==> src/rtl/rci_pkg.sv <==
`timescale 1ns / 1ps

package rci_pkg;

    // Limb width of the split multipliers.
    localparam int LIMB_W = 32;

    // Quotient bits below the saturation point of a 32-bit signed root.
    localparam int QBITS = 31;

    localparam int CFG_IDX_W = 3;

    typedef enum logic [CFG_IDX_W-1:0] {
        CFG_CENTER_X = 3'd0,
        CFG_CENTER_Y = 3'd1,
        CFG_CENTER_Z = 3'd2,
        CFG_AXIS_X   = 3'd3,
        CFG_AXIS_Y   = 3'd4,
        CFG_AXIS_Z   = 3'd5,
        CFG_RADIUS   = 3'd6
    } t_cfg_index;

    localparam logic [1:0] ST_HIT      = 2'd0;
    localparam logic [1:0] ST_MISS     = 2'd1;
    localparam logic [1:0] ST_PARALLEL = 2'd2;

    localparam logic [31:0] SAT_MAX = 32'h7FFF_FFFF;
    localparam logic [31:0] SAT_MIN = 32'h8000_0000;

    typedef struct packed {
        logic signed [31:0] origin_x;
        logic signed [31:0] origin_y;
        logic signed [31:0] origin_z;
        logic signed [31:0] dir_x;
        logic signed [31:0] dir_y;
        logic signed [31:0] dir_z;
    } t_ray;

    typedef struct packed {
        logic signed [31:0] t_plus;
        logic signed [31:0] t_minus;
        logic [1:0]         hit_status;
    } t_hit;

    typedef struct packed {
        logic par;
        logic miss;
        logic ovf_p;
        logic ovf_m;
        logic neg_p;
        logic neg_m;
    } t_root_flags;

    // Signed, saturated root from the quotient magnitude and its sign.
    function automatic logic [31:0] root_word(input logic [QBITS-1:0] q,
                                              input logic ovf, input logic neg);
        logic [31:0] mag;
        mag = {1'b0, q};
        if (ovf) begin
            return neg ? SAT_MIN : SAT_MAX;
        end
        return neg ? (~mag + 32'd1) : mag;
    endfunction

endpackage

==> src/rtl/rci_mul.sv <==
`timescale 1ns / 1ps

module rci_mul import rci_pkg::*; #(
    parameter int AW = 32,
    parameter int BW = 18
) (
    input  logic                    i_clk,
    input  logic                    i_en,
    input  logic signed [AW-1:0]    i_a,
    input  logic signed [BW-1:0]    i_b,
    output logic signed [AW+BW-1:0] o_p
);

    localparam int NA = (AW + LIMB_W - 1) / LIMB_W;
    localparam int NB = (BW + LIMB_W - 1) / LIMB_W;
    localparam int PW = AW + BW;
    localparam int SW = LIMB_W * (NA + NB);

    logic [AW-1:0]          am;
    logic [BW-1:0]          bm;
    logic [NA*LIMB_W-1:0]   r_am;
    logic [NB*LIMB_W-1:0]   r_bm;
    logic                   r_neg1;
    logic                   r_neg2;
    logic [2*LIMB_W-1:0]    r_pp [NA*NB];
    logic [SW-1:0]          acc;
    logic signed [PW-1:0]   r_p;

    // Sign and magnitude first, then limb products, then one sum.
    assign am = i_a[AW-1] ? $unsigned(-i_a) : $unsigned(i_a);
    assign bm = i_b[BW-1] ? $unsigned(-i_b) : $unsigned(i_b);

    always_ff @(posedge i_clk) begin
        if (i_en) begin
            r_am   <= (NA*LIMB_W)'(am);
            r_bm   <= (NB*LIMB_W)'(bm);
            r_neg1 <= i_a[AW-1] ^ i_b[BW-1];
            r_neg2 <= r_neg1;
            for (int i = 0; i < NA; i++) begin
                for (int j = 0; j < NB; j++) begin
                    r_pp[i*NB+j] <= r_am[i*LIMB_W +: LIMB_W] * r_bm[j*LIMB_W +: LIMB_W];
                end
            end
        end
    end

    always_comb begin
        acc = '0;
        for (int i = 0; i < NA; i++) begin
            for (int j = 0; j < NB; j++) begin
                acc = acc + (SW'(r_pp[i*NB+j]) << (LIMB_W * (i + j)));
            end
        end
    end

    always_ff @(posedge i_clk) begin
        if (i_en) begin
            r_p <= r_neg2 ? -$signed(acc[PW-1:0]) : $signed(acc[PW-1:0]);
        end
    end

    assign o_p = r_p;

endmodule

==> config.mk <==
export PLATFORM = sky130hd
export DESIGN_NAME = rci_mul
export DESIGN_NICKNAME = d
export VERILOG_FILES = /design/src/rtl/rci_pkg.sv /design/src/rtl/rci_mul.sv
export SDC_FILE = /design/constraint.sdc
export NUM_CORES = 2
export LEC_CHECK = 0
export ABC_AREA = 1
export BUFFER_PORTS_ARGS = -buffer_cell sky130_fd_sc_hd__clkbuf_2
export CORE_MARGIN = 5
export CORE_UTILIZATION = 65
export CTS_CLUSTER_SIZE = 24
export DETAILED_ROUTE_END_ITERATION = 10
export PLACE_DENSITY_LB_ADDON = 0.08
export SYNTH_ARGS = -nofsm -noshare
export SYNTH_HDL_FRONTEND = slang
export SYNTH_SLANG_ARGS = --single-unit
==> constraint.sdc <==
create_clock -name i_clk -period 11.85 [get_ports i_clk]
set_clock_uncertainty 0.05 [all_clocks]
set_input_delay 1.185 -clock i_clk [delete_from_list [all_inputs] [get_ports i_clk]]
set_output_delay 1.185 -clock i_clk [all_outputs]
set_load 0.005 [all_outputs]
==> metrics.cfg <==
[sta]
period_share_pct=52.3
slew_violations=0
setup_slack_ns=5.66
rsz0062_at_grt=no
timing.final.hold_violations=0
tns_ns=0
worst_slew_pin_slew_ns=0.938
timing.fmax_mhz=161
hold_ws_ns=0.385
fin_crit_ns=6.19
slew_headroom_pct=37.5
setup_violations=0

[placed_design]
place_area_sq_um=28200
dp_slack_ns=5.67
portBuffers=101
dp_hpwl_mm=58.3
gp_congestion=0.925

[global_route]
grt_max_degree=97
grt_pass1_wl_mm=119
grt_usage_pct=32.5
overflow=0
grt_pass1_vias=23600
antenna_found_initial=1

[clock_tree]
htreeDepth=4
cts.sink_count=152
clock_latency_ns=0.48
cts_hold_buf=0
postCtsSetupBuffers=0
root_buffer=clkbuf_16
cts_buffers=17
tritoncts=yes
cts.repair.resized=0
path_clk_slew_ns=0.07
cts_buffer_depth=2

[synthesis]
syn_area_sq_um=27400
synth.top_cells.by_area=fa_1 35%, edfxtp_1 17%, nand2_1 15%, inv_1 14%, ha_1 5.8%
synth_edf_count=152
synthArstFlopShare_pct=0
synth_nets=4246
yosys.area.top_type=fa_1
avgSynthCellArea_sq_um=7.64
yosys-top-cells-count=1126 x nand2_1, 1042 x inv_1, 480 x fa_1
synth_most_common_cell=nand2_1
synth_cell_type_count=36
synth_ff_type=edfxtp_1
ys_ff_latch=152
yosys_warnings=0
netlist_instances=3587
netlist.area_leader.share_pct=35.1
ys_seq_area_share_pct=16.7

[drt]
vias_per_cell=5.33
antenna_left=0
postRouteWirelength_mm=72.0
dr.pass1.iters=6
num_vias=22100
wl_per_cell_um=17.4
drc=0
first_iter_violations=1840

[hold_path]
min_path_type=flip-flop to flip-flop

[final_layout]
diodes=0
final-seq-area_sq_um=4560
filler_cell_count=3444
final_cell_area_sq_um=28800
multi_input_area_sq_um=18400
drive_above_1_share_pct=5.29
area_growth_pct=5.06
nets=4257

[critical_path]
path_class=flip-flop to flip-flop
startpoint_type=flip-flop
cp_max_fo=18
crit_arrival_ns=6.42
end_kind=flip-flop
critPathRequiredTime_ns=12.08
ff2ff_setup_slack_ns=5.66

[die]
rows=75
start_util_pct=65.5
die_x_um=215
dieArea_sq_um=46400
core-area_sq_um=41900
fp.dieH_um=215
io_pins=102

[flow_run]
maxCapViolCount=0

[outcome]
status=finished, final reports clean

[layer usage]
metal,track usage (%),vias up,part of all wire [%]
met3,7.33,223,9.5
met2,55.8,1128,49
li1,-,10200,-
met1,39.7,10500,37
met5,0,-,0.018
met4,14.0,2,4.4
[final timing paths]
path / cells past startpoint / startpoint / to
hold / removal: 0 / r_neg1$_DFFE_PP_ / r_neg2$_DFFE_PP_
hold reg to reg: 0 / r_neg1$_DFFE_PP_ / r_neg2$_DFFE_PP_
setup reg to reg: 18 / r_am[15]$_DFFE_PP_ / r_pp[0][31]$_DFFE_PP_
setup / recovery: 18 / r_am[15]$_DFFE_PP_ / r_pp[0][31]$_DFFE_PP_
[cell families after synthesis]
logic type	Yosys count	share of synthesized area, %
simple gates	1481	21.7
buf+inv	1180	16.2
fa+ha+maj	607	40.9
flops	152	16.7
xor+xnor	98	3.16
compound gates	69	1.39
[placed cells by master, fill, tap and decap left out, types with 10 or more instances in the layout]
cell type,count
xor2_1,80
a21oi_1,31
clkbuf_16,17
edfxtp_1,152
o21ai_0,19
nand3_1,104
fa_1,480
ha_1,127
inv_1,1042
xnor2_1,17
buf_4,20
nor2_2,10
nor2_1,170
clkbuf_2,100
nand2_1,1126
nand4_1,35
[flip-flops by register name, summed over array words and instances, names as in the netlist]
signal and cells:
o_p 50, r_am 32, r_bm 18, r_neg1 1, r_neg2 1, r_pp 50
[stage by stage]
stage	util [%]	cells
after CTS	68.8	4150
after global placement	67.5	4118
final	68.8	4150
after floorplan	-	3587
after detailed placement	67.5	4118
after global routing	68.8	4150
[area by class of cell]
cell class	count	area share [%]
Tap cell	539	2.34
Clock buffer	17	1.48
Sequential cell	152	15.9
Inverter	1051	13.7
Multi-Input combinational cell	2255	63.9
Timing Repair Buffer	121	2.30
Clock inverter	15	0.417
[critical path, cell delays in order, from the launching register on]
cell	delay, ns
edfxtp_1	0.89
nand2_1	0.20
fa_1	0.58
inv_1	0.06
fa_1	0.46
fa_1	0.61
fa_1	0.46
fa_1	0.49
inv_1	0.05
fa_1	0.48
inv_1	0.04
ha_1	0.36
nand2_1	0.11
nor2_1	0.26
nand2_1	0.21
nor2_1	0.19
nand2_1	0.07
nand2_1	0.15
xor2_1	0.27
Power is not shown: default switching activity piles up to over one toggle a cycle in this logic, so the estimate is an artifact.
