## src/rtl/rci_dly.sv

```systemverilog
`timescale 1ns / 1ps

module rci_dly #(
    parameter int W = 8,
    parameter int N = 2
) (
    input  logic         i_clk,
    input  logic         i_en,
    input  logic [W-1:0] i_d,
    output logic [W-1:0] o_q
);

    logic [W-1:0] r_line [N];

    always_ff @(posedge i_clk) begin
        if (i_en) begin
            r_line[0] <= i_d;
            for (int k = 1; k < N; k++) begin
                r_line[k] <= r_line[k-1];
            end
        end
    end

    assign o_q = r_line[N-1];

endmodule

```

## config.mk

```make
export PLATFORM = sky130hd
export DESIGN_NAME = rci_dly
export DESIGN_NICKNAME = d
export VERILOG_FILES = /design/src/rtl/rci_dly.sv
export SDC_FILE = /design/constraint.sdc
export NUM_CORES = 1
export LEC_CHECK = 0
export BUFFER_PORTS_ARGS = -buffer_cell sky130_fd_sc_hd__clkbuf_2
export CAP_MARGIN = 40
export CORE_ASPECT_RATIO = 0.9
export CORE_MARGIN = 2
export CORE_UTILIZATION = 35
export DETAILED_ROUTE_END_ITERATION = 8
export GPL_ROUTABILITY_DRIVEN = 0
export GPL_TIMING_DRIVEN = 0
export PLACE_DENSITY = 0.65
export SLEW_MARGIN = 20
export SYNTH_ARGS = -nofsm -noshare
export SYNTH_HDL_FRONTEND = slang
export SYNTH_SLANG_ARGS = --single-unit
```

## constraint.sdc

```tcl
create_clock -name i_clk -period 1.5 [get_ports i_clk]
set_input_delay 0.075 -clock i_clk [delete_from_list [all_inputs] [get_ports i_clk]]
set_output_delay 0.075 -clock i_clk [all_outputs]
set_load 0.03 [all_outputs]
```

==> out/qor.csv, run 1 <==
metric,value,unit
fin_crit,1.03,ns
crit_fanout,1,
arrival,0.95,ns
drive_above_1_share,52.8,%
path_class,flop to output port,
syn_nets,34,
crit_path_end_kind,output port,
drt-initial-drc-count,4,
synth.avg_cell_area,22.5,um2
maxCapViolations,0,
grt_overflow,0,
largest_register_ffs,16,
tns,0,ns
cts_made_buffers,3,
avgViaCountPerCell,3.87,
dpl_worst_slack,0.747,ns
layout.nets,64,
die-width,45.4,um
route.detailed.wl_per_inst,8.94,um
ys_ff_latch,16,
fin_skew,0.000723,ns
rsz0062_at_grt,false,
max-vdd-ir-drop,0.564,mV
hold_viol,0,
cts-root-buf,clkbuf_4,
yosysSeqAreaShare,88.9,%
io-pin-count,18,
r2r_slack,0.88,ns
first_pass_iters,3,
ys_warn_count,0,
tightest_slew,0.371,ns
timing.final.crit_share,68.4,%
hold_depth,1,
clockBufferDepth,2,
h-tree-depth,1,
reg.largest.list,r_line x16,
critPathLaunchType,flop,
grt_pass1_wl,931,um
antenna_found_initial,0,
synth_area_leader_cell,edfxtp_1,
antenna_cells,0,
fp.dieH,41.3,um
layout_commonest_cell,clkbuf_2,
grt_pass1_vias,219,
syn_area,541,um2
worst_r2r_path_depth,0,
setup_violations,0,
dr_total_vias,263,
final_cell_mix,"17 x clkbuf_2, 16 x edfxtp_1, 8 x buf_4, 8 x dlygate4sd3_1, 3 x clkbuf_4",
postRouteAntennaNets,0,
ys_types,2,
insertion_delay,0.27,ns
multiInputGateArea,0,um2
cts_tree,done,
clock.fmax,974,MHz
cts_resized,0,
syn_inst,24,
fillers,118,
synth_top_area_share,88.9,%
floorplan.die_area,1880,um2
clock_sinks,16,
drv_slew,0,
fin_ws,0.474,ns
routed_wl,608,um
status,"finished, final reports clean",
io_buffer_count,17,
leakage,0.314,nW
core,1450,um2
cts_setup_buffers,0,
area_delta_synth_final,38.9,%
required,1.42,ns
start_util,37.3,%
path_clk_slew,0.08,ns
ys_top_cells_by_area,"edfxtp_1 89%, buf_4 11%",
largest_register,r_line,
grt_use_total,8.43,%
maxSlewHeadroom,75.2,%
drc_errors,0,
nMultiInputCombCells,0,
rows,13,
grt_max_degree,17,
power_density,1120,nW/um2
hp-class,input pin to flop,
==> kinds of logic after synthesis <==
logic type | synth area share (%)
DFF | 88.9
buffers and inverters | 11.1
==> repair_timing <==
| action | CTS | global route |
|---|---|---|
| setup endpoints to repair | 0 | 0 |
| endpoints found under the hold margin | 8 | 0 |
| hold buffers | 8 | 0 |
==> layout make-up <==
type / instances / area (um2) / area share [%]
timing repair buffer: 25 / 165 / 22.0
buffer: 8 / 60.1 / 8.00
tap: 15 / 18.8 / 2.50
clock inverter: 1 / 3.75 / 0.500
sequential: 16 / 480 / 64.0
clock buffer: 3 / 22.5 / 3.00
==> Yosys cell counts, drive strengths merged <==
cell	count
edfxtp	16
buf	8
==> critical path: stages (launching register included) <==
cell and delay (ns):
edfxtp_1 0.37, buf_4 0.14, clkbuf_2 0.17
==> worst paths after layout <==
check,start,end
min reg2reg,r_line[0][7]$_DFFE_PP_,r_line[0][15]$_DFFE_PP_
min,i_en,r_line[0][5]$_DFFE_PP_
max reg2reg,r_line[0][5]$_DFFE_PP_,r_line[0][13]$_DFFE_PP_
max,r_line[0][8]$_DFFE_PP_,o_q[0]
==> report_power, final <==
group          switching (W)   total, W  internal, W
logic              0.0000492  0.0000956    0.0000463
registers         0.00000740   0.000537     0.000529
clock network       0.000115   0.000212    0.0000963
==> through the flow <==
| step | std cells | hold WS [ns] | cell area (um2) | power, W | util, % |
|---|---|---|---|---|---|
| finish | 68 | 0.289 | 751 | 0.000844 | 51.9 |
| global route | 68 | 0.296 | 751 | 0.000885 | 51.9 |
| CTS | 68 | 0.287 | 751 | 0.000856 | 51.9 |
| detailed placement | 56 | 0.254 | 644 | 0.000628 | 44.5 |
| global placement | 56 | 0.253 | 644 | 0.000625 | 44.5 |
| floorplan | 24 | 0.174 | 541 | 0.000595 | - |
==> routing by layer <==
layer | track usage [%] | wire length, um
met4 | 8.82 | 0
met1 | 8.73 | 255
met2 | 11.3 | 308
met5 | 0 | 0
met3 | 5.29 | 44
No activity file was read; power rests on OpenSTA's default activity.
==> run 2, diff against run 1 <==
ABC_AREA = 1   (was unset)
PLACE_DENSITY = 0.67   (was 0.65)
clock period = 0.9 ns   (was 1.5 ns; I/O delays follow)
==> run 2 against run 1 <==
Compared with the run above: clock skew rose by 0.0051 ns; hold slack got worse by 0.036 ns; routed wire length fell by 11%; sequential cell count did not move; critical endpoint is now o_q[1]; highest routed layer unchanged.
==> out/qor.csv, run 2 (same netlist as run 1, synthesis figures left out) <==
metric,value,unit
layout.nets,56,
crit_fanout,1,
dr_total_vias,239,
slowest_stage,edfxtp_1,
dpl_worst_slack,0.195,ns
arrival,0.83,ns
critPathLaunchType,flop,
cp_cell_sequence,buf_8,
setup_violations,0,
grt_pass1_wl,855,um
clock.fmax,1150,MHz
power_frac_clock,23.6,%
grt_use_total,7.28,%
grt_pass1_vias,211,
pwr-share-comb,11.6,%
hp-class,input pin to flop,
cts_setup_buffers,0,
routed_wl,542,um
start_util,37.3,%
crit_path_end_kind,output port,
drv_slew,0,
maxCapViolations,0,
h-tree-depth,1,
antenna_found_initial,0,
multiInputGateArea,0,um2
intPower,0.00112,W
hold_viol,0,
cpPeakStageDelay,0.40,ns
io_buffer_count,17,
max-vdd-ir-drop,0.970,mV
avgViaCountPerCell,4.05,
path_class,flop to output port,
required,0.85,ns
drive_above_1_share,45.5,%
grt_overflow,0,
fin_crit,0.870,ns
nMultiInputCombCells,0,
p_sw_share,19.1,%
worst_r2r_path_depth,0,
tightest_slew,0.356,ns
area_delta_synth_final,40.3,%
finalPower,0.00139,W
seqPwrFrac,64.7,%
clockBufferDepth,2,
fin_skew,0.00584,ns
route.detailed.wl_per_inst,9.19,um
r2r_slack,0.27,ns
rsz0062_at_grt,true,
leakage,0.299,nW
r2r_end,r_line[0][8]$_DFFE_PP_,
crit_buf_inv,1,
die-width,45.4,um
path_clk_slew,0.08,ns
grt_max_degree,17,
layout_commonest_cell,edfxtp_1,
place_area,644,um2
insertion_delay,0.27,ns
cts_tree,done,
cpLargestDelayFamily,flip-flops,
cts-root-buf,clkbuf_4,
clock_sinks,16,
postRouteAntennaNets,0,
first_pass_iters,2,
power_density,1830,nW/um2
fp.dieH,41.3,um
core,1450,um2
cts_made_buffers,3,
largest_register_ffs,16,
status,"finished, final reports clean",
floorplan.die_area,1880,um2
io-pin-count,18,
hold_start,i_en,
final_cell_mix,"16 x edfxtp_1, 9 x clkbuf_2, 8 x dlygate4sd3_1",
timing.final.crit_share,96.7,%
rows,13,
drc_errors,0,
antenna_cells,0,
power_switching,0.000266,W
drt-initial-drc-count,5,
stdcell_area,758,um2
reg.largest.list,r_line x16,
hold_depth,1,
largest_register,r_line,
hold_end,r_line[0][7]$_DFFE_PP_,
r2r-start,r_line[0][0]$_DFFE_PP_,
fin_ws,0.0296,ns
maxSlewHeadroom,76.2,%
[run 2: cell types whose count changed in the layout (fill, tap and decap cells not counted), sizes merged]
cell,delta
clkinv,-1
clkbuf,-1
buf,-7
[run 2: worst max path at each step]
stage,startpoint,end,depth (start not counted)
floorplan,r_line[0][2]$_DFFE_PP_,r_line[0][10]$_DFFE_PP_,0
global placement,i_en,r_line[0][13]$_DFFE_PP_,1
detailed placement,i_en,r_line[0][13]$_DFFE_PP_,1
CTS,r_line[0][9]$_DFFE_PP_,o_q[1],2
global route,r_line[0][12]$_DFFE_PP_,o_q[4],1
finish,r_line[0][9]$_DFFE_PP_,o_q[1],1
[run 2: layout make-up]
| class | count | area (um2) |
|---|---|---|
| Clock buffer | 3 | 22.5 |
| Fill cell | 109 | 689 |
| Sequential cell | 16 | 480 |
| Tap cell | 15 | 18.8 |
| Timing Repair Buffer | 25 | 236 |
[run 2: stage by stage]
stage / TNS (ns) / hold slack [ns] / util, % / std cells
6_report: 0 / 0.253 / 52.4 / 59
2_1_floorplan: 0 / 0.144 / - / 24
3_5_place_dp: 0 / 0.224 / 44.5 / 56
5_1_grt: -0.0391 / 0.262 / 52.4 / 59
3_3_place_gp: 0 / 0.222 / 44.5 / 56
4_1_cts: -0.0797 / 0.245 / 52.8 / 60
[run 2: what timing repair did]
action                     CTS  global route
setup endpoints to repair    8             6
hold endpoints to repair     8             0
resized for setup           16             1
hold buffers                 8             0
[run 2: power by group through the flow]
stage	sequential, W	clock, W	combinational, W
3_3_place_gp	0.000911	0	0.000131
2_1_floorplan	0.000909	0	0.0000826
6_report	0.000900	0.000328	0.000162
3_5_place_dp	0.000912	0	0.000133
5_1_grt	0.000905	0.000384	0.000171
4_1_cts	0.000900	0.000351	0.000165
[run 2: routing by layer]
metal / vias to the layer above / GRT usage, % / wire length, um / share of wire (%)
met3: 0 / 2.64 / 47 / 8.7
met4: 0 / 6.62 / 0 / 0
met1: 100 / 7.93 / 207 / 38
met2: 16 / 11.3 / 287 / 53
met5: - / 0 / 0 / 0
li1: 123 / - / - / -
