### src/rtl/rci_sqrt_cell.sv
`timescale 1ns / 1ps

module rci_sqrt_cell #(
    parameter int SQW = 82,
    parameter int PLW = 8
) (
    input  logic               i_clk,
    input  logic               i_en,
    input  logic [2*SQW-1:0]   i_rad,
    input  logic [SQW+1:0]     i_rem,
    input  logic [SQW-1:0]     i_root,
    input  logic [PLW-1:0]     i_pl,
    output logic [2*SQW-1:0]   o_rad,
    output logic [SQW+1:0]     o_rem,
    output logic [SQW-1:0]     o_root,
    output logic [PLW-1:0]     o_pl
);

    logic [SQW+3:0]   rem2;
    logic [SQW+3:0]   trial;
    logic [SQW+3:0]   diff;
    logic             ge;
    logic [2*SQW-1:0] r_rad;
    logic [SQW+1:0]   r_rem;
    logic [SQW-1:0]   r_root;
    logic [PLW-1:0]   r_pl;

    // One root bit: bring down two radicand bits and try 4*root+1.
    assign rem2  = {i_rem, i_rad[2*SQW-1 -: 2]};
    assign trial = {2'b00, i_root, 2'b01};
    assign ge    = rem2 >= trial;
    assign diff  = rem2 - trial;

    always_ff @(posedge i_clk) begin
        if (i_en) begin
            r_rad  <= {i_rad[2*SQW-3:0], 2'b00};
            r_rem  <= ge ? diff[SQW+1:0] : rem2[SQW+1:0];
            r_root <= {i_root[SQW-2:0], ge};
            r_pl   <= i_pl;
        end
    end

    assign o_rad  = r_rad;
    assign o_rem  = r_rem;
    assign o_root = r_root;
    assign o_pl   = r_pl;

endmodule

### config.mk
export PLATFORM = sky130hd
export DESIGN_NAME = rci_sqrt_cell
export DESIGN_NICKNAME = d
export VERILOG_FILES = /design/src/rtl/rci_sqrt_cell.sv
export SDC_FILE = /design/constraint.sdc
export NUM_CORES = 1
export LEC_CHECK = 0
export ABC_CLOCK_PERIOD_IN_PS = 6900
export BUFFER_PORTS_ARGS = -buffer_cell sky130_fd_sc_hd__buf_2
export CAP_MARGIN = 20
export CORE_AREA = 10 10 253 255
export CTS_BUF_LIST = sky130_fd_sc_hd__clkbuf_8
export CTS_CLUSTER_DIAMETER = 150
export CTS_CLUSTER_SIZE = 10
export DETAILED_ROUTE_END_ITERATION = 8
export DIE_AREA = 0 0 263 265
export GPL_ROUTABILITY_DRIVEN = 0
export GPL_TIMING_DRIVEN = 1
export PLACE_DENSITY_LB_ADDON = 0.25
export SLEW_MARGIN = 25
export SYNTH_ARGS = -nofsm -noshare
export SYNTH_HDL_FRONTEND = slang
export SYNTH_SLANG_ARGS = --single-unit
export TNS_END_PERCENT = 100
### constraint.sdc
create_clock -name i_clk -period 6.9 [get_ports i_clk]
set_input_delay 1.38 -clock i_clk [delete_from_list [all_inputs] [get_ports i_clk]]
set_output_delay 1.38 -clock i_clk [all_outputs]
set_load 0.02 [all_outputs]
==> out/metrics.cfg, run 1 <==
[worst_setup_path]
critPathBufInv=4
timing.setup.critical_path_class=in2reg
timing.critical_path.mode_cell=a21oi_1
path_delay_family=simple AND/OR/NAND/NOR gates
worst_path_max_delay_cell=nor4b_1
critical_path.startpoint_type=input port
worst_ep_required_time_ns=7.26
crit_chain=buf_2 -> inv_1 -> ha_1 -> nand4_1 -> nor3_1 -> nor4b_1 -> nand3_1 -> o31ai_1 -> a21oi_1 -> a31oi_1 -> o21ai_4 -> inv_6 -> buf_4 -> a21oi_1
worst-endpoint-arrival_ns=5.05
cp_slowest_stage_delay_ns=0.55
end_kind=flop
crit_path_max_fo=89

[drt]
antenna_violating_nets_remaining=0
route.detailed.wl_per_inst_um=24.63
route.vias.total=13720
drt_iter0_drc=884
drc_errors=0
route.final.wire_length_mm=69.95
viasPerCell=4.831
drt_pass1_iterations=5

[finish]
drive_gt1_frac=0.3655
area.growth.synth_to_final_pct=28.84
most-common-layout-cells=buf_2 (674), edfxtp_1 (336), a21oi_1 (170), nor2_1 (123), inv_1 (113)
mostFrequentLayoutCell=buf_2
final-instance-count-excl-fill=2840
final_net_count=2482
finish.instance_area_sq_um=21330

[sta]
finalWorstPathRequiredPeriod_ns=4.695
rsz_0062_raised_after_global_routing=no
tns_ns=0
number_of_max_slew_violations_in_the_final_report=0
timing_worst_slew_pin_value_ns=0.9315
setup_viol_count_final=0
max_clock_freq_mhz=213.0
timing.max_slew.rel_slack=0.3790
number_of_hold_slack_violations_in_the_final_timing_report=0
period_share=0.6804

[yosys]
ys_types=64
yosys_register_bits=336
ys_async_sr_fraction=0
synth.cell_area_sq_um=16550
number_of_enable_type_register_cells_in_the_synthesized_netlist=336
synth_top_cell_area_share=0.6095
synth_cells=1390
ys.warnings.count=0
synth_largest_area_cell=edfxtp_1
yosys-top-cells-area=edfxtp_1 (61%), ha_1 (6.3%), a21oi_1 (5.1%), xnor2_1 (2.8%), nor2_1 (2.8%)
synth_area_per_cell_sq_um=11.91
synth_ff_type=edfxtp_1
seq_area_frac_synth=0.6095

[die]
placeableCoreArea_sq_um=58800
floorplan.initialDensity=0.2815
floorplan.rows=89
die_x_um=263
floorplan.die_area_sq_um=69700
io-pin-count=678
die_y_um=265

[placed_design]
placed_cells=2790
hpwl_detailed_mm=57.59
port-buffer-count=675
placed_area_sq_um=20710

[grt]
grt_first_pass_wirelength_mm=99.17
first_global_vias=14070
grt_antenna_before_repair=33
gr-usage-all-layers=0.1899
globalRoute.totalOverflow=0
grt_max_degree=143

[cts]
post_cts.repair.setup_buffers=0
clock_tree.buffer_depth=3
clock_sink_count=336
ctsHtreeMaxLevel=2
clockRootBuffer=clkbuf_8
cts_hold_repair.buffers=0
cts_repair_resize_count=0
tritoncts_clock_tree=yes
clk_transition_reported_paths_ns=0.11
cts-buffers-inserted=39

[power_and_ir_drop]
power.leakage_nw=9.249
powerDensity_nw_per_um2=246.8
peakVddDrop_v=0.0001559

[status]
outcome=finished clean

[hold_path]
type_of_the_tightest_min_delay_check=in2reg

[job]
maxCapViolations=0

[kinds of logic after synthesis]
logic type / Yosys count / share of synthesized area
AO/OA/AOI/OAI: 370 / 0.1401
flip-flops: 336 / 0.6095
AND/OR/NAND/NOR: 337 / 0.09267
adder cells (fa/ha/maj): 84 / 0.06349
buffers and inverters: 169 / 0.04323
multiplexers: 10 / 0.006803
other: 1 / 0.0002265
XOR/XNOR: 83 / 0.04392
[final timing paths]
kind | slack (ns) | to | depth (start not counted) | from
worst min-delay path | 0.93 | o_root[56]$_DFFE_PP_ | 1 | i_root[55]
worst max-delay path | 2.21 | o_rem[25]$_DFFE_PP_ | 14 | i_root[65]
[area by class of cell]
class | count | area [sq um]
Fill cell | 5958 | 37470
Sequential cell | 336 | 10090
Multi-Input combinational cell | 886 | 5764
Timing Repair Buffer | 681 | 3458
Tap cell | 773 | 967.2
Clock buffer | 40 | 550.5
Inverter | 114 | 432.9
Clock inverter | 3 | 46.29
Antenna cell | 7 | 17.52
[registers in the layout (all words and copies together) (netlist names)]
register	count
o_rad	162
o_rem	84
o_pl	8
o_root	82
[per-stage QoR]
stage / total power [mW] / setup slack (ns) / hold slack (ns) / utilization
4_1_cts: 5.364 / 2.034 / 0.8604 / 0.3624
3_5_place_dp: 4.032 / 1.337 / 1.558 / 0.3522
2_1_floorplan: 3.436 / 2.779 / 1.479 / -
3_3_place_gp: 4.026 / 1.369 / 1.558 / 0.3522
5_1_grt: 5.540 / 1.923 / 0.8800 / 0.3625
6_report: 5.263 / 2.205 / 0.9335 / 0.3627
[Yosys cell counts (10+ instances only)]
library cell	number
nor3_1	22
edfxtp_1	336
xnor2_1	53
and2_1	11
a21o_1	34
nand2_1	93
inv_1	113
a21oi_1	170
o21bai_1	23
o21ai_0	52
nand3_1	17
clkbuf_1	33
nand4_1	32
nor2b_1	10
o21a_1	11
nor2_1	123
ha_1	84
xor2_1	30
[report_power, final]
group          internal, mW  switching, mW  leakage (nW)
Clock                 0.559          0.733         0.306
Sequential             2.51         0.0582          3.29
Combinational         0.476          0.928          5.65
Total                  3.54           1.72          9.25
[routing by layer]
layer	global-route usage	routed length (um)	vias to the layer above
met5	0	184	-
met3	0.06545	5538	121
li1	-	-	6402
met2	0.3590	37130	563
met4	0.04691	1760	28
met1	0.1969	25340	6606
No activity file was read; power rests on OpenSTA's default activity.
==> inputs of run 2 (changes only) <==
Settings changed: ABC_CLOCK_PERIOD_IN_PS 6900 to 4600.
Clock period 6.9 ns to 4.6 ns, I/O delays scaled along.
==> run 2 against run 1 <==
Global-route usage is 0.16 points higher. Hold slack worse by 0.47 ns. Total power is 50% higher. Combinational power is 54% higher.
==> out/metrics.cfg, run 2 (same netlist as run 1, synthesis figures left out) <==
[grt]
first_global_vias=14220
gr-usage-all-layers=0.1915
grt_antenna_before_repair=36
grt_max_degree=101
globalRoute.totalOverflow=0
grt_first_pass_wirelength_mm=99.22

[cts]
tritoncts_clock_tree=yes
cts_repair_resize_count=0
clockRootBuffer=clkbuf_8
ctsHtreeMaxLevel=2
post_cts.repair.setup_buffers=0
clk_transition_reported_paths_ns=0.08
clock_tree.buffer_depth=3
clock_sink_count=336
cts_hold_repair.buffers=0
cts-buffers-inserted=39

[drt]
route.detailed.wl_per_inst_um=24.43
antenna_violating_nets_remaining=0
drc_errors=0
route.final.wire_length_mm=70.35
drt_iter0_drc=1081
drt_pass1_iterations=5
route.vias.total=13770
viasPerCell=4.782

[die]
floorplan.rows=89
placeableCoreArea_sq_um=58800
floorplan.initialDensity=0.2815
floorplan.die_area_sq_um=69700
die_y_um=265
io-pin-count=678
die_x_um=263

[sta]
rsz_0062_raised_after_global_routing=no
timing_worst_slew_pin_value_ns=1.053
finalWorstPathRequiredPeriod_ns=3.973
period_share=0.8636
setup_viol_count_final=0
tns_ns=0
timing.max_slew.rel_slack=0.2795
number_of_hold_slack_violations_in_the_final_timing_report=0
number_of_max_slew_violations_in_the_final_report=0
max_clock_freq_mhz=251.7

[worst_setup_path]
crit_chain=buf_2 -> inv_1 -> ha_1 -> a21oi_1 -> o21ai_0 -> o21ba_2 -> o21ai_0 -> a21oi_1 -> o211ai_1 -> a21oi_1 -> nor3_1 -> o31ai_1 -> xor2_1 -> mux2_1
worst_ep_required_time_ns=4.98
timing.critical_path.mode_cell=a21oi_1
critPathBufInv=2
critical_path.startpoint_type=input port
worst-endpoint-arrival_ns=4.35
cp_slowest_stage_delay_ns=0.49
path_delay_family=compound AO/OA/AOI/OAI gates
end_kind=flop
crit_path_max_fo=5
timing.setup.critical_path_class=in2reg
worst_path_max_delay_cell=nor3_1

[power_and_ir_drop]
total_switching_power_mw=2.590
switching_share=0.3271
pwr-share-comb=0.271
share_clk_of_total_power=0.243
power.leakage_nw=9.424
p_int_mw=5.330
peakVddDrop_v=0.0002877
powerDensity_nw_per_um2=366.3
share_seq_of_total_power=0.486

[finish]
largest_register_ff_count=162
finish.utilization=0.3677
drive_gt1_frac=0.3755
most-common-layout-cells=buf_2 (674), edfxtp_1 (336), a21oi_1 (170), nor2_1 (123), inv_1 (113)
mostFrequentLayoutCell=buf_2
area.growth.synth_to_final_pct=30.61
final-instance-count-excl-fill=2880
final_net_count=2516

[placed_design]
placed_cells=2824
port-buffer-count=675
hpwl_detailed_mm=58.67

[job]
maxCapViolations=0

[hold_path]
timing.hold.worst_path_depth=1
min_delay_worst_endpoint=o_rad[108]$_DFFE_PP_
worstHoldStart=i_rad[106]
type_of_the_tightest_min_delay_check=in2reg

[status]
outcome=finished clean

[run 2: cell type report]
type / instances / area (sq um)
Antenna cell: 14 / 35.03
Clock buffer: 39 / 536.8
Clock inverter: 3 / 47.55
Fill cell: 5997 / 37180
Inverter: 114 / 430.4
Multi-Input combinational cell: 886 / 5763
Sequential cell: 336 / 10090
Tap cell: 773 / 967.2
Timing Repair Buffer: 715 / 3751
[run 2: how the worst max path moves through the flow]
stage,cells after the start,slack (ns),endpoint,startpoint
5_1_grt,14,0.34,o_rem[79]$_DFFE_PP_,i_root[2]
4_1_cts,14,0.65,o_rem[79]$_DFFE_PP_,i_root[2]
2_1_floorplan,14,0.94,o_rem[81]$_DFFE_PP_,i_root[13]
3_5_place_dp,14,-0.04,o_rem[79]$_DFFE_PP_,i_root[2]
6_report,14,0.63,o_rem[79]$_DFFE_PP_,i_root[2]
3_3_place_gp,14,-0.02,o_rem[79]$_DFFE_PP_,i_root[3]
[run 2: routing by layer]
layer  GRT usage  share of wire  vias up
met3     0.07875          0.096      126
met4     0.07906          0.039       32
met5           0         0.0028        -
met2      0.3434           0.51      563
met1      0.1942           0.35     6571
li1            -              -     6481
[run 2: through the flow]
step,setup WS (ns),total power [mW],cell area [sq um],hold WS [ns]
after floorplan,0.9386,5.154,16560,1.019
after global placement,-0.02392,6.087,21000,1.098
after detailed placement,-0.03618,6.093,21000,1.098
after CTS,0.6479,8.069,21590,0.3779
after global routing,0.3445,8.336,21600,0.3955
final,0.6273,7.920,21620,0.4644
[run 2: power groups by stage]
| stage | sequential, mW | clock (mW) | combinational [mW] |
|---|---|---|---|
| after floorplan | 4.33 | 0 | 0.821 |
| after global placement | 3.92 | 0 | 2.17 |
| after detailed placement | 3.92 | 0 | 2.17 |
| after CTS | 3.86 | 2.03 | 2.18 |
| after global routing | 3.88 | 2.13 | 2.33 |
| final | 3.85 | 1.92 | 2.15 |
==> inputs of run 3 (changes only) <==
Settings changed: RECOVER_POWER from default to 50.
==> run 3 against run 2 <==
Critical path type unchanged. Count of clock-buffer cells in the layout is the same. Critical path depth is the same. Sequential cell count is the same. Global-route usage is the same. Combinational power is essentially flat. Die area is the same. Via count is essentially flat. Non-clock buffer count is the same. The flow now finishes with violations (capacitance limit, slew limit). Utilization shrank 0.25 points. Wire length is essentially flat. Sequential power is essentially flat.
==> out/metrics.cfg, run 3 (same netlist as run 1, synthesis figures left out) <==
[worst_setup_path]
crit_chain=clkbuf_1 -> inv_1 -> ha_1 -> a21oi_1 -> o21ai_0 -> o21ba_2 -> o21ai_0 -> a21oi_1 -> o211ai_1 -> a21oi_1 -> nor3_1 -> o31ai_1 -> xor2_1 -> mux2_1
timing.setup.critical_path_class=in2reg
end_kind=flop
worst_path_max_delay_cell=nor3_1
critical_path.startpoint_type=input port
worst_setup_path_endpoint=o_rem[79]$_DFFE_PP_
worst-endpoint-arrival_ns=4.40
cp_slowest_stage_delay_ns=0.50
timing.critical_path.mode_cell=a21oi_1
crit_start=i_root[2]
crit_path_max_fo=5
worst_ep_required_time_ns=4.98

[sta]
tns_ns=0
final.hold.worst_slack_ns=0.4646
number_of_max_slew_violations_in_the_final_report=101
max_clock_freq_mhz=248.6
number_of_hold_slack_violations_in_the_final_timing_report=0
timing.max_slew.rel_slack=-0.7047
setup_viol_count_final=0
rsz_0062_raised_after_global_routing=no
period_share=0.8743
post-route-worst-setup-slack_ns=0.5781
finalWorstPathRequiredPeriod_ns=4.022
timing_worst_slew_pin_value_ns=2.557

[finish]
drive_gt1_frac=0.3411
area.growth.synth_to_final_pct=29.74
mostFrequentLayoutCell=buf_2
final-instance-count-excl-fill=2879
most-common-layout-cells=buf_2 (603), edfxtp_1 (336), a21oi_1 (170), nor2_1 (123), inv_1 (113)
finish.instance_area_sq_um=21480
final_net_count=2516
largest_register_ff_count=162

[power_and_ir_drop]
power.leakage_nw=9.207
powerDensity_nw_per_um2=368.2
peakVddDrop_v=0.0002742

[cts]
tritoncts_clock_tree=yes
clockRootBuffer=clkbuf_8
cts_hold_repair.buffers=0
cts_repair_resize_count=0
cts-buffers-inserted=39
clock_tree.buffer_depth=3
post_cts.repair.setup_buffers=0
clock_sink_count=336
ctsHtreeMaxLevel=2
clk_transition_reported_paths_ns=0.08

[grt]
grt_max_degree=101
globalRoute.totalOverflow=0
gr-usage-all-layers=0.1915
grt_antenna_before_repair=35
first_global_vias=14220
grt_first_pass_wirelength_mm=99.22

[drt]
drc_errors=0
viasPerCell=4.786
drt_iter0_drc=976
drt_pass1_iterations=5
antenna_violating_nets_remaining=0
route.detailed.wl_per_inst_um=24.42
route.vias.total=13780
route.final.wire_length_mm=70.32

[hold_path]
type_of_the_tightest_min_delay_check=in2reg

[die]
die_y_um=265
floorplan.initialDensity=0.2815
floorplan.die_area_sq_um=69700
io-pin-count=678
placeableCoreArea_sq_um=58800
floorplan.rows=89
die_x_um=263

[placed_design]
port-buffer-count=675
post-place-ws_ns=-0.03618
placed_area_sq_um=21000
hpwl_detailed_mm=58.67
placed_cells=2824

[status]
outcome=finished, violations left
violated_checks=capacitance limit, slew limit

[job]
maxCapViolations=1

==> run 3: changes by cell type in the layout (fill, tap and decap cells not counted), moves of 2 or more <==
cell      delta
buf_2       -71
clkbuf_1    +72
buf_12       -3
clkbuf_2     +2
==> run 3: report_power, final <==
part           switching [mW]  internal, mW
Sequential             0.0889          3.77
Combinational            1.40         0.733
Clock                    1.10         0.822
Total                    2.59          5.32
==> run 3: per-layer routing <==
| layer | part of all wire | global-route usage |
|---|---|---|
| met5 | 0.0031 | 0 |
| met4 | 0.039 | 0.07906 |
| met3 | 0.094 | 0.07875 |
| met2 | 0.51 | 0.3434 |
| met1 | 0.35 | 0.1942 |
==> run 3: how the worst min path moves through the flow <==
stage / from / endpoint / slack (ns) / cells past startpoint
6_report: i_rad[106] / o_rad[108]$_DFFE_PP_ / 0.46 / 1
5_1_grt: i_rad[106] / o_rad[108]$_DFFE_PP_ / 0.40 / 1
4_1_cts: i_rad[106] / o_rad[108]$_DFFE_PP_ / 0.38 / 1
3_5_place_dp: i_rad[3] / o_rad[5]$_DFFE_PP_ / 1.10 / 1
3_3_place_gp: i_rad[88] / o_rad[90]$_DFFE_PP_ / 1.10 / 1
2_1_floorplan: i_pl[0] / o_pl[0]$_DFFE_PP_ / 1.02 / 0
==> run 3: final cells by class <==
type | instances | area (sq um)
Clock buffer | 39 | 536.8
Clock inverter | 3 | 47.55
Sequential cell | 336 | 10090
Tap cell | 773 | 967.2
Multi-Input combinational cell | 886 | 5763
Fill cell | 6033 | 37320
Antenna cell | 13 | 32.53
Timing Repair Buffer | 715 | 3608
Inverter | 114 | 430.4
==> run 3: stage by stage <==
| step | util | power [mW] |
|---|---|---|
| 6_report | 0.3653 | 7.908 |
| 5_1_grt | 0.3650 | 8.326 |
| 4_1_cts | 0.3671 | 8.069 |
| 3_5_place_dp | 0.3572 | 6.093 |
| 3_3_place_gp | 0.3572 | 6.087 |
| 2_1_floorplan | - | 5.154 |
==> run 3: worst max-delay path, delay by kind of cell <==
family	cells	cell delay, ns
AO/OA/AOI/OAI	8	1.97
multiplexers	1	0.31
XOR/XNOR	1	0.18
AND/OR/NAND/NOR	1	0.50
adder cells (fa/ha/maj)	1	0.34
buffers and inverters	2	0.18
