==> config.mk <==
export PLATFORM = sky130hd
export DESIGN_NAME = rci_div_cell
export DESIGN_NICKNAME = d
export VERILOG_FILES = /design/src/rtl/rci_pkg.sv /design/src/rtl/rci_div_cell.sv
export SDC_FILE = /design/constraint.sdc
export NUM_CORES = 1
export LEC_CHECK = 0
export BUFFER_PORTS_ARGS = -buffer_cell sky130_fd_sc_hd__buf_2
export CAP_MARGIN = 30
export CORE_MARGIN = 3
export CORE_UTILIZATION = 45
export DETAILED_ROUTE_END_ITERATION = 6
export PLACE_DENSITY = 0.72
export SLEW_MARGIN = 30
export SYNTH_ARGS = -nofsm -noshare
export SYNTH_HDL_FRONTEND = slang
export SYNTH_SLANG_ARGS = --single-unit
==> constraint.sdc <==
create_clock -name i_clk -period 5.2 [get_ports i_clk]
set_clock_uncertainty 0.05 [all_clocks]
set_input_delay 1.56 -clock i_clk [delete_from_list [all_inputs] [get_ports i_clk]]
set_output_delay 1.56 -clock i_clk [all_outputs]
set_load 0.02 [all_outputs]
==> src/rtl/rci_pkg.sv <==
`timescale 1ns / 1ps

package rci_pkg;

    // Limb width of the split multipliers.
    localparam int LIMB_W = 32;

    // Quotient bits below the saturation point of a 32-bit signed root.
    localparam int QBITS = 31;

    localparam int CFG_IDX_W = 3;

    typedef enum logic [CFG_IDX_W-1:0] {
        CFG_CENTER_X = 3'd0,
        CFG_CENTER_Y = 3'd1,
        CFG_CENTER_Z = 3'd2,
        CFG_AXIS_X   = 3'd3,
        CFG_AXIS_Y   = 3'd4,
        CFG_AXIS_Z   = 3'd5,
        CFG_RADIUS   = 3'd6
    } t_cfg_index;

    localparam logic [1:0] ST_HIT      = 2'd0;
    localparam logic [1:0] ST_MISS     = 2'd1;
    localparam logic [1:0] ST_PARALLEL = 2'd2;

    localparam logic [31:0] SAT_MAX = 32'h7FFF_FFFF;
    localparam logic [31:0] SAT_MIN = 32'h8000_0000;

    typedef struct packed {
        logic signed [31:0] origin_x;
        logic signed [31:0] origin_y;
        logic signed [31:0] origin_z;
        logic signed [31:0] dir_x;
        logic signed [31:0] dir_y;
        logic signed [31:0] dir_z;
    } t_ray;

    typedef struct packed {
        logic signed [31:0] t_plus;
        logic signed [31:0] t_minus;
        logic [1:0]         hit_status;
    } t_hit;

    typedef struct packed {
        logic par;
        logic miss;
        logic ovf_p;
        logic ovf_m;
        logic neg_p;
        logic neg_m;
    } t_root_flags;

    // Signed, saturated root from the quotient magnitude and its sign.
    function automatic logic [31:0] root_word(input logic [QBITS-1:0] q,
                                              input logic ovf, input logic neg);
        logic [31:0] mag;
        mag = {1'b0, q};
        if (ovf) begin
            return neg ? SAT_MIN : SAT_MAX;
        end
        return neg ? (~mag + 32'd1) : mag;
    endfunction

endpackage

==> src/rtl/rci_div_cell.sv <==
`timescale 1ns / 1ps

module rci_div_cell import rci_pkg::*; #(
    parameter int RW  = 104,
    parameter int DVW = 79,
    parameter int K   = 0
) (
    input  logic              i_clk,
    input  logic              i_en,
    input  logic [RW-1:0]     i_rem,
    input  logic [DVW-1:0]    i_dvs,
    input  logic [QBITS-1:0]  i_q,
    output logic [RW-1:0]     o_rem,
    output logic [DVW-1:0]    o_dvs,
    output logic [QBITS-1:0]  o_q
);

    logic [RW-1:0]    trial;
    logic             ge;
    logic [QBITS-1:0] n_q;
    logic [RW-1:0]    r_rem;
    logic [DVW-1:0]   r_dvs;
    logic [QBITS-1:0] r_q;

    // Restoring step for quotient bit K.
    assign trial = RW'(i_dvs) << K;
    assign ge    = i_rem >= trial;

    always_comb begin
        n_q    = i_q;
        n_q[K] = ge;
    end

    always_ff @(posedge i_clk) begin
        if (i_en) begin
            r_rem <= ge ? (i_rem - trial) : i_rem;
            r_dvs <= i_dvs;
            r_q   <= n_q;
        end
    end

    assign o_rem = r_rem;
    assign o_dvs = r_dvs;
    assign o_q   = r_q;

endmodule

==> results.toml, run 1 <==
[drt]
firstDrtPassIters = 5
wl_per_cell_um = 19.61
drc_errors = 0
post_drt_via_cell_ratio = 5.510
drt_iter0_drc = 945
final_antenna_net_count = 0
wl_mm = 43.98
vias = 12358

[timing]
period_needed_ps = 4732
maxSlewViolCount = 0
slew_headroom_pct = 30.52
rsz0062_at_grt = "no"
setup_viol = 0
holdWs_ps = 1171
fin_crit_sh_pct = 91.00
worst_pin_slew_ps = 1033
max_freq_mhz = 211.3
hold_viol_final = 0
fin_tns_setup_ps = 0

[clock_tree]
clock_sinks = 214
cts_buffers = 23
cts_htree_levels = 1
cts-root-buf = "clkbuf_16"
cts_resized = 0
clkSlewWorstSetupHoldPaths_ps = 60
cts_setup_buffers = 0
cts_hold_buf = 0
clockBufferDepth = 3
cts_tree = "done"

[logic_synthesis]
synthArstFlopShare_pct = 0
synthAdderAreaFrac_pct = 7.464
yosys_warnings = 0
synth_edf_count = 214
synth-simple-area-share_pct = 14.96
syn_inst = 1378
synth-seq-cells = 214
synth_compound_area_share_pct = 18.07
ys.flop_type = "edfxtp_1"
ys_types = 71
synth_nets = 1674
synth_xor_area_share_pct = 6.482
synthMuxAreaShare_pct = 0.7501
synth-seq-area-share_pct = 47.56
synth_top_family_by_area = "compound AO/OA/AOI/OAI gates"
synthesis.area_mm2 = 0.01351
syn_area_per_cell_um2 = 9.805

[critical_path]
slowest_stage = "a32oi_1"
crit_path_frequent_cell = "a21oi_1"
crit_fanout = 6
critPathArrivalTime_ps = 4930
max_stage_delay_ps = 520
critPathCaptureType = "flip-flop"
crit_path_start_kind = "input port"
path_class = "input port to flip-flop"
cp_top_family = "compound AO/OA/AOI/OAI gates"
critPathRequiredTime_ps = 5400
crit_chain = "buf_2 > inv_1 > ha_1 > a21oi_1 > nand2_1 > o21ai_0 > a21oi_1 > a32oi_1 > a31oi_1 > buf_4 > a21oi_1 > o21ai_0 > buf_4 > nor4_2 > xor2_1"
critPathBufInv = 4

[global_route]
met1_usage_pct = 35.32
antenna_found_initial = 4
overflow = 0
grt_use_met3_pct = 4.151
grt_pass1_vias = 11825
grt_pass1_wl_mm = 65.00
grt_util_met2_pct = 43.13
grt.busiest_layer = "met2"
grt_usage_pct = 25.95
grt_max_degree = 102

[floorplanning]
core_area_mm2 = 0.02917
initial_utilization_pct = 46.32
rows = 62
die_w_um = 179.3
ios = 430
die_area_mm2 = 0.03214
die_h_um = 179.3

[cells_and_area]
layout_commonest_cell = "buf_2"
final_nets = 2137
nFillCells = 2587
syn2layout_area_growth_pct = 27.67
drive_gt1_share_pct = 30.43
multi_input_area_mm2 = 0.006447
register_area_mm2 = 0.006426
final_cell_mix = "buf_2 (427), edfxtp_1 (214), a21oi_1 (187), nor2_1 (139), nand2_1 (105)"

[pwr]
ir_drop_uv = 308.6
p_per_area_mw_per_mm2 = 311.7
leakage_uw = 0.007447

[run]
cap_viol_max_count = 0

[placement]
dpl.hpwl_mm = 35.83
place.gp.congestion = 0.9422
numPortBuffers = 428

[min_path]
hp-class = "input port to flip-flop"

[run_status]
outcome = "complete, no violations"
[cells by family after synthesis]
group | after synthesis
simple gates | 417
compound gates | 399
flops | 214
fa+ha+maj | 80
mux | 9
xor+xnor | 100
buf+inv | 159
[cell usage after synthesis, types with 19 or more instances]
cell type	count	area, µm²
edfxtp_1	214	6426
a21oi_1	187	935.9
nor2_1	139	521.8
nand2_1	105	394.1
inv_1	101	379.1
ha_1	79	988.5
o21ai_0	66	330.3
xnor2_1	55	481.7
nand4_1	48	300.3
xor2_1	45	394.1
nor3_1	33	165.2
clkbuf_1	32	120.1
o21a_1	24	180.2
o21bai_1	24	180.2
buf_2	23	115.1
a21o_1	19	142.6
[state kept, by name (all words and copies together) (netlist names)]
signal  count
o_dvs      79
o_q        31
o_rem     104
[cell type report]
| type | instances | area share [%] |
|---|---|---|
| inverters | 101 | 2.198 |
| well taps | 384 | 2.785 |
| diodes | 2 | 0.02901 |
| clock inverters | 17 | 1.131 |
| clock buffers | 24 | 3.358 |
| flip-flops and latches | 214 | 37.25 |
| multi-input cells | 1005 | 37.38 |
| repair buffers | 496 | 15.87 |
[final timing paths]
path                      from                   to  slack [ps]  cells past startpoint
worst max-delay path  i_dvs[6]  o_rem[99]$_DFFE_PP_         470                     15
worst min-delay path    i_q[5]     o_q[5]$_DFFE_PP_        1170                      1
[power by group]
group          internal, µW  switching, µW  total, µW  leakage, µW
clock network          1010            678       1690     0.000372
registers              2140           47.0       2190      0.00209
logic                   554            946       1500      0.00498
[through the flow]
stage	setup slack [ps]	power [µW]	instance area [µm²]	std cells	utilization (%)
after global placement	92.38	3695	16470	2200	56.47
after global routing	319.9	5617	17250	2243	59.14
after CTS	607.2	5406	17250	2241	59.12
after floorplan	716.2	3127	13510	1378	-
after detailed placement	68.34	3708	16470	2200	56.47
final	467.9	5377	17250	2243	59.14
[layer usage]
metal	vias up	share of wire (%)
met5	-	0.068
met4	4	2.5
met3	62	7.3
met2	507	47
met1	5798	43
li1	5987	-
Note: power is estimated with default switching activity, not from simulation.
==> inputs of run 2 (changes only) <==
--- a/config.mk
+++ b/config.mk
@@ -7,10 +7,9 @@
 export LEC_CHECK = 0
 export BUFFER_PORTS_ARGS = -buffer_cell sky130_fd_sc_hd__buf_2
 export CAP_MARGIN = 30
-export CORE_MARGIN = 3
 export CORE_UTILIZATION = 45
 export DETAILED_ROUTE_END_ITERATION = 6
-export PLACE_DENSITY = 0.72
+export PLACE_DENSITY_LB_ADDON = 0.15
 export SLEW_MARGIN = 30
 export SYNTH_ARGS = -nofsm -noshare
 export SYNTH_HDL_FRONTEND = slang
==> run 2 against run 1 <==
Effect of this change: die area is 4.4% lower; maximum frequency is 2.6% higher; critical path depth is 1 higher; cell count is 0.40% higher; largest power group unchanged; final area is 0.51% lower; clock power is 9% lower; core utilization is 1.1 points lower; via count is 1.2% lower; sequential power hardly changed; non-clock buffer count is 4 higher; sequential share of layout area is 0.19 points higher.
==> results.toml, run 2 (same netlist as run 1, synthesis figures left out) <==
[drt]
wl_per_cell_um = 18.81
drt_iter0_drc = 740
final_antenna_net_count = 0
post_drt_via_cell_ratio = 5.421
wl_mm = 42.37
firstDrtPassIters = 7
drc_errors = 0
vias = 12208

[critical_path]
critPathCaptureType = "flip-flop"
path_class = "input port to flip-flop"
max_stage_delay_ps = 560
critPathArrivalTime_ps = 4830
critPathRequiredTime_ps = 5420
crit_fanout = 4
slowest_stage = "or4_1"
cp-endpoint = "o_rem[91]$_DFFE_PP_"
crit_path_frequent_cell = "buf_4"
crit_chain = "buf_2 > inv_1 > ha_1 > nand2_1 > or4_1 > nor2_1 > and4_1 > a32oi_1 > buf_4 > a31oi_1 > buf_4 > a21oi_1 > o41ai_1 > buf_4 > a21oi_1 > xor2_1"
crit_path_start_kind = "input port"
cp-startpoint = "i_dvs[33]"

[clock_tree]
cts-root-buf = "clkbuf_16"
cts_hold_buf = 0
cts_tree = "done"
cts_resized = 0
clockBufferDepth = 3
cts_setup_buffers = 0
cts_buffers = 23
clock_sinks = 214
clkSlewWorstSetupHoldPaths_ps = 70
cts_htree_levels = 1

[pwr]
swShare_pct = 31.95
power.total_uw = 5236
p_per_area_mw_per_mm2 = 305.1
ir_drop_uv = 248.7
leakage_uw = 0.007417
combPwrFrac_pct = 28.6
switching_power_uw = 1673
p_int_uw = 3563
seq_power_share_pct = 41.9
p_clk_share_pct = 29.5

[floorplanning]
rows = 63
die_area_mm2 = 0.03072
die_h_um = 175.3
initial_utilization_pct = 45.71
core_area_mm2 = 0.02956
ios = 430
die_w_um = 175.3

[placement]
numPortBuffers = 428
place.gp.congestion = 0.9304
dpl.hpwl_mm = 34.39
dp.cells = 2210

[timing]
fin_tns_setup_ps = 0
worst_pin_slew_ps = 876.4
fin_crit_sh_pct = 88.66
setup_viol = 0
max_freq_mhz = 216.9
rsz0062_at_grt = "no"
period_needed_ps = 4610
slew_headroom_pct = 41.04
maxSlewViolCount = 0
hold_viol_final = 0

[min_path]
hp-class = "input port to flip-flop"
hold_path_startpoint = "i_q[20]"

[cells_and_area]
drive_gt1_share_pct = 30.52
final_cell_mix = "buf_2 (427), edfxtp_1 (214), a21oi_1 (187), nor2_1 (139), nand2_1 (105)"
syn2layout_area_growth_pct = 27.01
largest_reg_flops = 104
postLayoutCoreUtil_pct = 58.06
layout_commonest_cell = "buf_2"
stdcell_count = 2252
final_nets = 2141

[global_route]
grt_pass1_wl_mm = 63.67
antenna_found_initial = 3
overflow = 0
grt_usage_pct = 26.56
grt_pass1_vias = 11793
grt_max_degree = 102

[run_status]
outcome = "complete, no violations"

[run]
cap_viol_max_count = 0
-- run 2: cell count changes in the layout (fill, tap and decap cells not counted), moves of 2 or more --
cell / change
buf_12: -4
clkinv_2: +2
buf_4: +8
bufinv_16: -3
clkinvlp_4: -2
-- run 2: how the worst min path moves through the flow --
| stage | cells after the start | slack, ps | endpoint |
|---|---|---|---|
| after floorplan | 0 | 1610 | o_dvs[0]$_DFFE_PP_ |
| after global placement | 1 | 1690 | o_q[26]$_DFFE_PP_ |
| after detailed placement | 1 | 1690 | o_q[20]$_DFFE_PP_ |
| after CTS | 1 | 1120 | o_q[20]$_DFFE_PP_ |
| after global routing | 1 | 1130 | o_q[6]$_DFFE_PP_ |
| final | 1 | 1150 | o_q[20]$_DFFE_PP_ |
-- run 2: cell type report --
type	count	area [µm²]
antenna	1	2.502
clock buffer	24	579.3
clock inverter	17	121.4
fill	2690	12400
inverter	101	379.1
multi-input combinational	1005	6447
sequential	214	6426
tap	390	488.0
timing repair buffer	500	2718
-- run 2: power by group through the flow --
stage	clock, µW	sequential (µW)	combinational [µW]
after detailed placement	0	2230	1490
final	1540	2190	1500
after CTS	1590	2200	1500
after global placement	0	2220	1480
after global routing	1640	2210	1620
after floorplan	0	2490	641
-- run 2: per-layer routing --
layer	global-route usage (%)	share of wire, %
met3	4.719	7.4
met5	0	0.068
met1	34.52	43
met2	44.87	47
met4	8.442	2.8
-- run 2: stage by stage --
step / setup WS (ps) / hold WS (ps) / instance area (µm²)
after floorplan: 716.2 / 1609 / 13510
after global placement: 63.83 / 1687 / 16460
after detailed placement: 60.42 / 1688 / 16460
after CTS: 602.5 / 1124 / 17160
after global routing: 387.1 / 1131 / 17160
final: 589.6 / 1151 / 17160
-- run 2: worst max-delay path: cells and delay by family --
kind | cells | cell delay (ps)
fa+ha+maj | 1 | 290
buf+inv | 5 | 660
simple gates | 4 | 1180
compound gates | 5 | 950
xor+xnor | 1 | 180
==> inputs of run 3 (changes only) <==
--- a/config.mk
+++ b/config.mk
@@ -9,7 +9,7 @@
 export CAP_MARGIN = 30
 export CORE_UTILIZATION = 45
 export DETAILED_ROUTE_END_ITERATION = 6
-export PLACE_DENSITY_LB_ADDON = 0.15
+export PLACE_DENSITY = 0.82
 export SLEW_MARGIN = 30
 export SYNTH_ARGS = -nofsm -noshare
 export SYNTH_HDL_FRONTEND = slang
==> run 3 against run 2 <==
Effect of this change: cell count up 0.22%; routed wire length increased by 4.2%; combinational power about the same; largest power group unchanged.
==> results.toml, run 3 (same netlist as run 1, synthesis figures left out) <==
[run_status]
outcome = "complete, no violations"

[drt]
wl_per_cell_um = 19.57
drc_errors = 0
firstDrtPassIters = 7
vias = 12588
post_drt_via_cell_ratio = 5.577
final_antenna_net_count = 0
wl_mm = 44.17
drt_iter0_drc = 935

[pwr]
p_int_uw = 3681
combPwrFrac_pct = 28.1
p_clk_share_pct = 31.2
leakage_uw = 0.007467
switching_power_uw = 1709
ir_drop_uv = 283.7
p_per_area_mw_per_mm2 = 311.9
swShare_pct = 31.71
seq_power_share_pct = 40.7

[floorplanning]
core_area_mm2 = 0.02956
ios = 430
die_area_mm2 = 0.03072
initial_utilization_pct = 45.71
rows = 63
die_h_um = 175.3
die_w_um = 175.3

[timing]
period_needed_ps = 4703
slew_headroom_pct = 25.78
max_freq_mhz = 212.7
hold_viol_final = 0
setup_slack_ps = 497.5
fin_tns_setup_ps = 0
setup_viol = 0
maxSlewViolCount = 0
worst_pin_slew_ps = 1103
fin_crit_sh_pct = 90.43
rsz0062_at_grt = "no"

[critical_path]
cp_top_family = "simple AND/OR/NAND/NOR gates"
crit_chain = "buf_2 > inv_1 > ha_1 > nand2_1 > or4_1 > nor2_1 > and4_1 > a32oi_1 > a31oi_1 > buf_4 > a21oi_1 > o41ai_1 > buf_4 > a21oi_1 > xor2_1"
crit_path_start_kind = "input port"
critPathArrivalTime_ps = 4920
path_class = "input port to flip-flop"
max_stage_delay_ps = 510
crit_fanout = 6
critPathCaptureType = "flip-flop"
critPathBufInv = 4
slowest_stage = "or4_1"
critPathRequiredTime_ps = 5410

[clock_tree]
cts_resized = 0
clkSlewWorstSetupHoldPaths_ps = 60
cts_tree = "done"
cts_buffers = 24
cts_hold_buf = 0
cts_htree_levels = 1
cts-root-buf = "clkbuf_16"
cts_setup_buffers = 0
clockBufferDepth = 3
clock_sinks = 214

[placement]
pre_cts_ws_ps = 87.60
dp.cells = 2211
place.gp.congestion = 0.9714
placed_area_mm2 = 0.01649
dpl.hpwl_mm = 35.59
numPortBuffers = 428

[global_route]
grt_pass1_vias = 12199
grt_use_met3_pct = 4.264
met1_usage_pct = 36.11
grt_pass1_wl_mm = 66.35
grt_max_degree = 101
grt.busiest_layer = "met2"
grt_usage_pct = 27.54
antenna_found_initial = 2
overflow = 0
grt_util_met2_pct = 47.22

[cells_and_area]
largest_reg_flops = 104
stdcell_count = 2257
drive_gt1_share_pct = 30.67
layout_commonest_cell = "buf_2"
finish.instance_area_mm2 = 0.01728
nFillCells = 2535
syn2layout_area_growth_pct = 27.92
postLayoutCoreUtil_pct = 58.47
final_nets = 2143
final_cell_mix = "buf_2 (427), edfxtp_1 (214), a21oi_1 (187), nor2_1 (139), nand2_1 (105)"

[min_path]
hold_path_startpoint = "i_q[6]"
hold_depth = 1
hp-class = "input port to flip-flop"
hold_end = "o_q[6]$_DFFE_PP_"

[run]
cap_viol_max_count = 0
-- run 3: cell count changes in the layout (fill, tap and decap cells not counted), sizes merged --
cell and delta:
clkbuf +3, clkinv -2, buf +1, bufinv +1, clkinvlp +1, diode +1
-- run 3: metal layers --
metal | share of wire, % | wire (µm) | up-vias
li1 | - | - | 6021
met1 | 42 | 18490 | 5931
met2 | 48 | 21260 | 567
met3 | 7.8 | 3455 | 69
met4 | 2.2 | 959 | 0
met5 | 0 | 0 | -
-- run 3: how the worst max path moves through the flow --
stage,from,end,slack (ps),cells past startpoint
detailed placement,i_dvs[27],o_rem[91]$_DFFE_PP_,90,15
global placement,i_dvs[29],o_rem[91]$_DFFE_PP_,140,15
floorplan,i_dvs[22],o_rem[24]$_DFFE_PP_,720,13
CTS,i_dvs[27],o_rem[91]$_DFFE_PP_,620,15
global route,i_dvs[27],o_rem[91]$_DFFE_PP_,300,15
finish,i_dvs[27],o_rem[91]$_DFFE_PP_,500,15
-- run 3: stage by stage --
step           hold WS, ps  power (µW)
6_report              1164        5390
2_1_floorplan         1609        3127
5_1_grt               1135        5616
3_5_place_dp          1688        3719
4_1_cts               1137        5419
3_3_place_gp          1686        3697
-- run 3: layout make-up --
type / instances / area [µm²] / share of cell area [%]
tap: 390 / 488.0 / 2.823
inverter: 101 / 379.1 / 2.193
multi-input combinational: 1005 / 6454 / 37.34
clock inverter: 17 / 148.9 / 0.8614
timing repair buffer: 501 / 2750 / 15.91
sequential: 214 / 6426 / 37.18
clock buffer: 27 / 633.1 / 3.663
antenna: 2 / 5.005 / 0.02896
-- run 3: power by group through the flow --
stage | Sequential [µW] | Clock (µW) | Combinational [µW]
global route | 2210 | 1780 | 1630
finish | 2190 | 1680 | 1510
CTS | 2200 | 1720 | 1500
floorplan | 2490 | 0 | 641
global placement | 2220 | 0 | 1470
detailed placement | 2230 | 0 | 1490
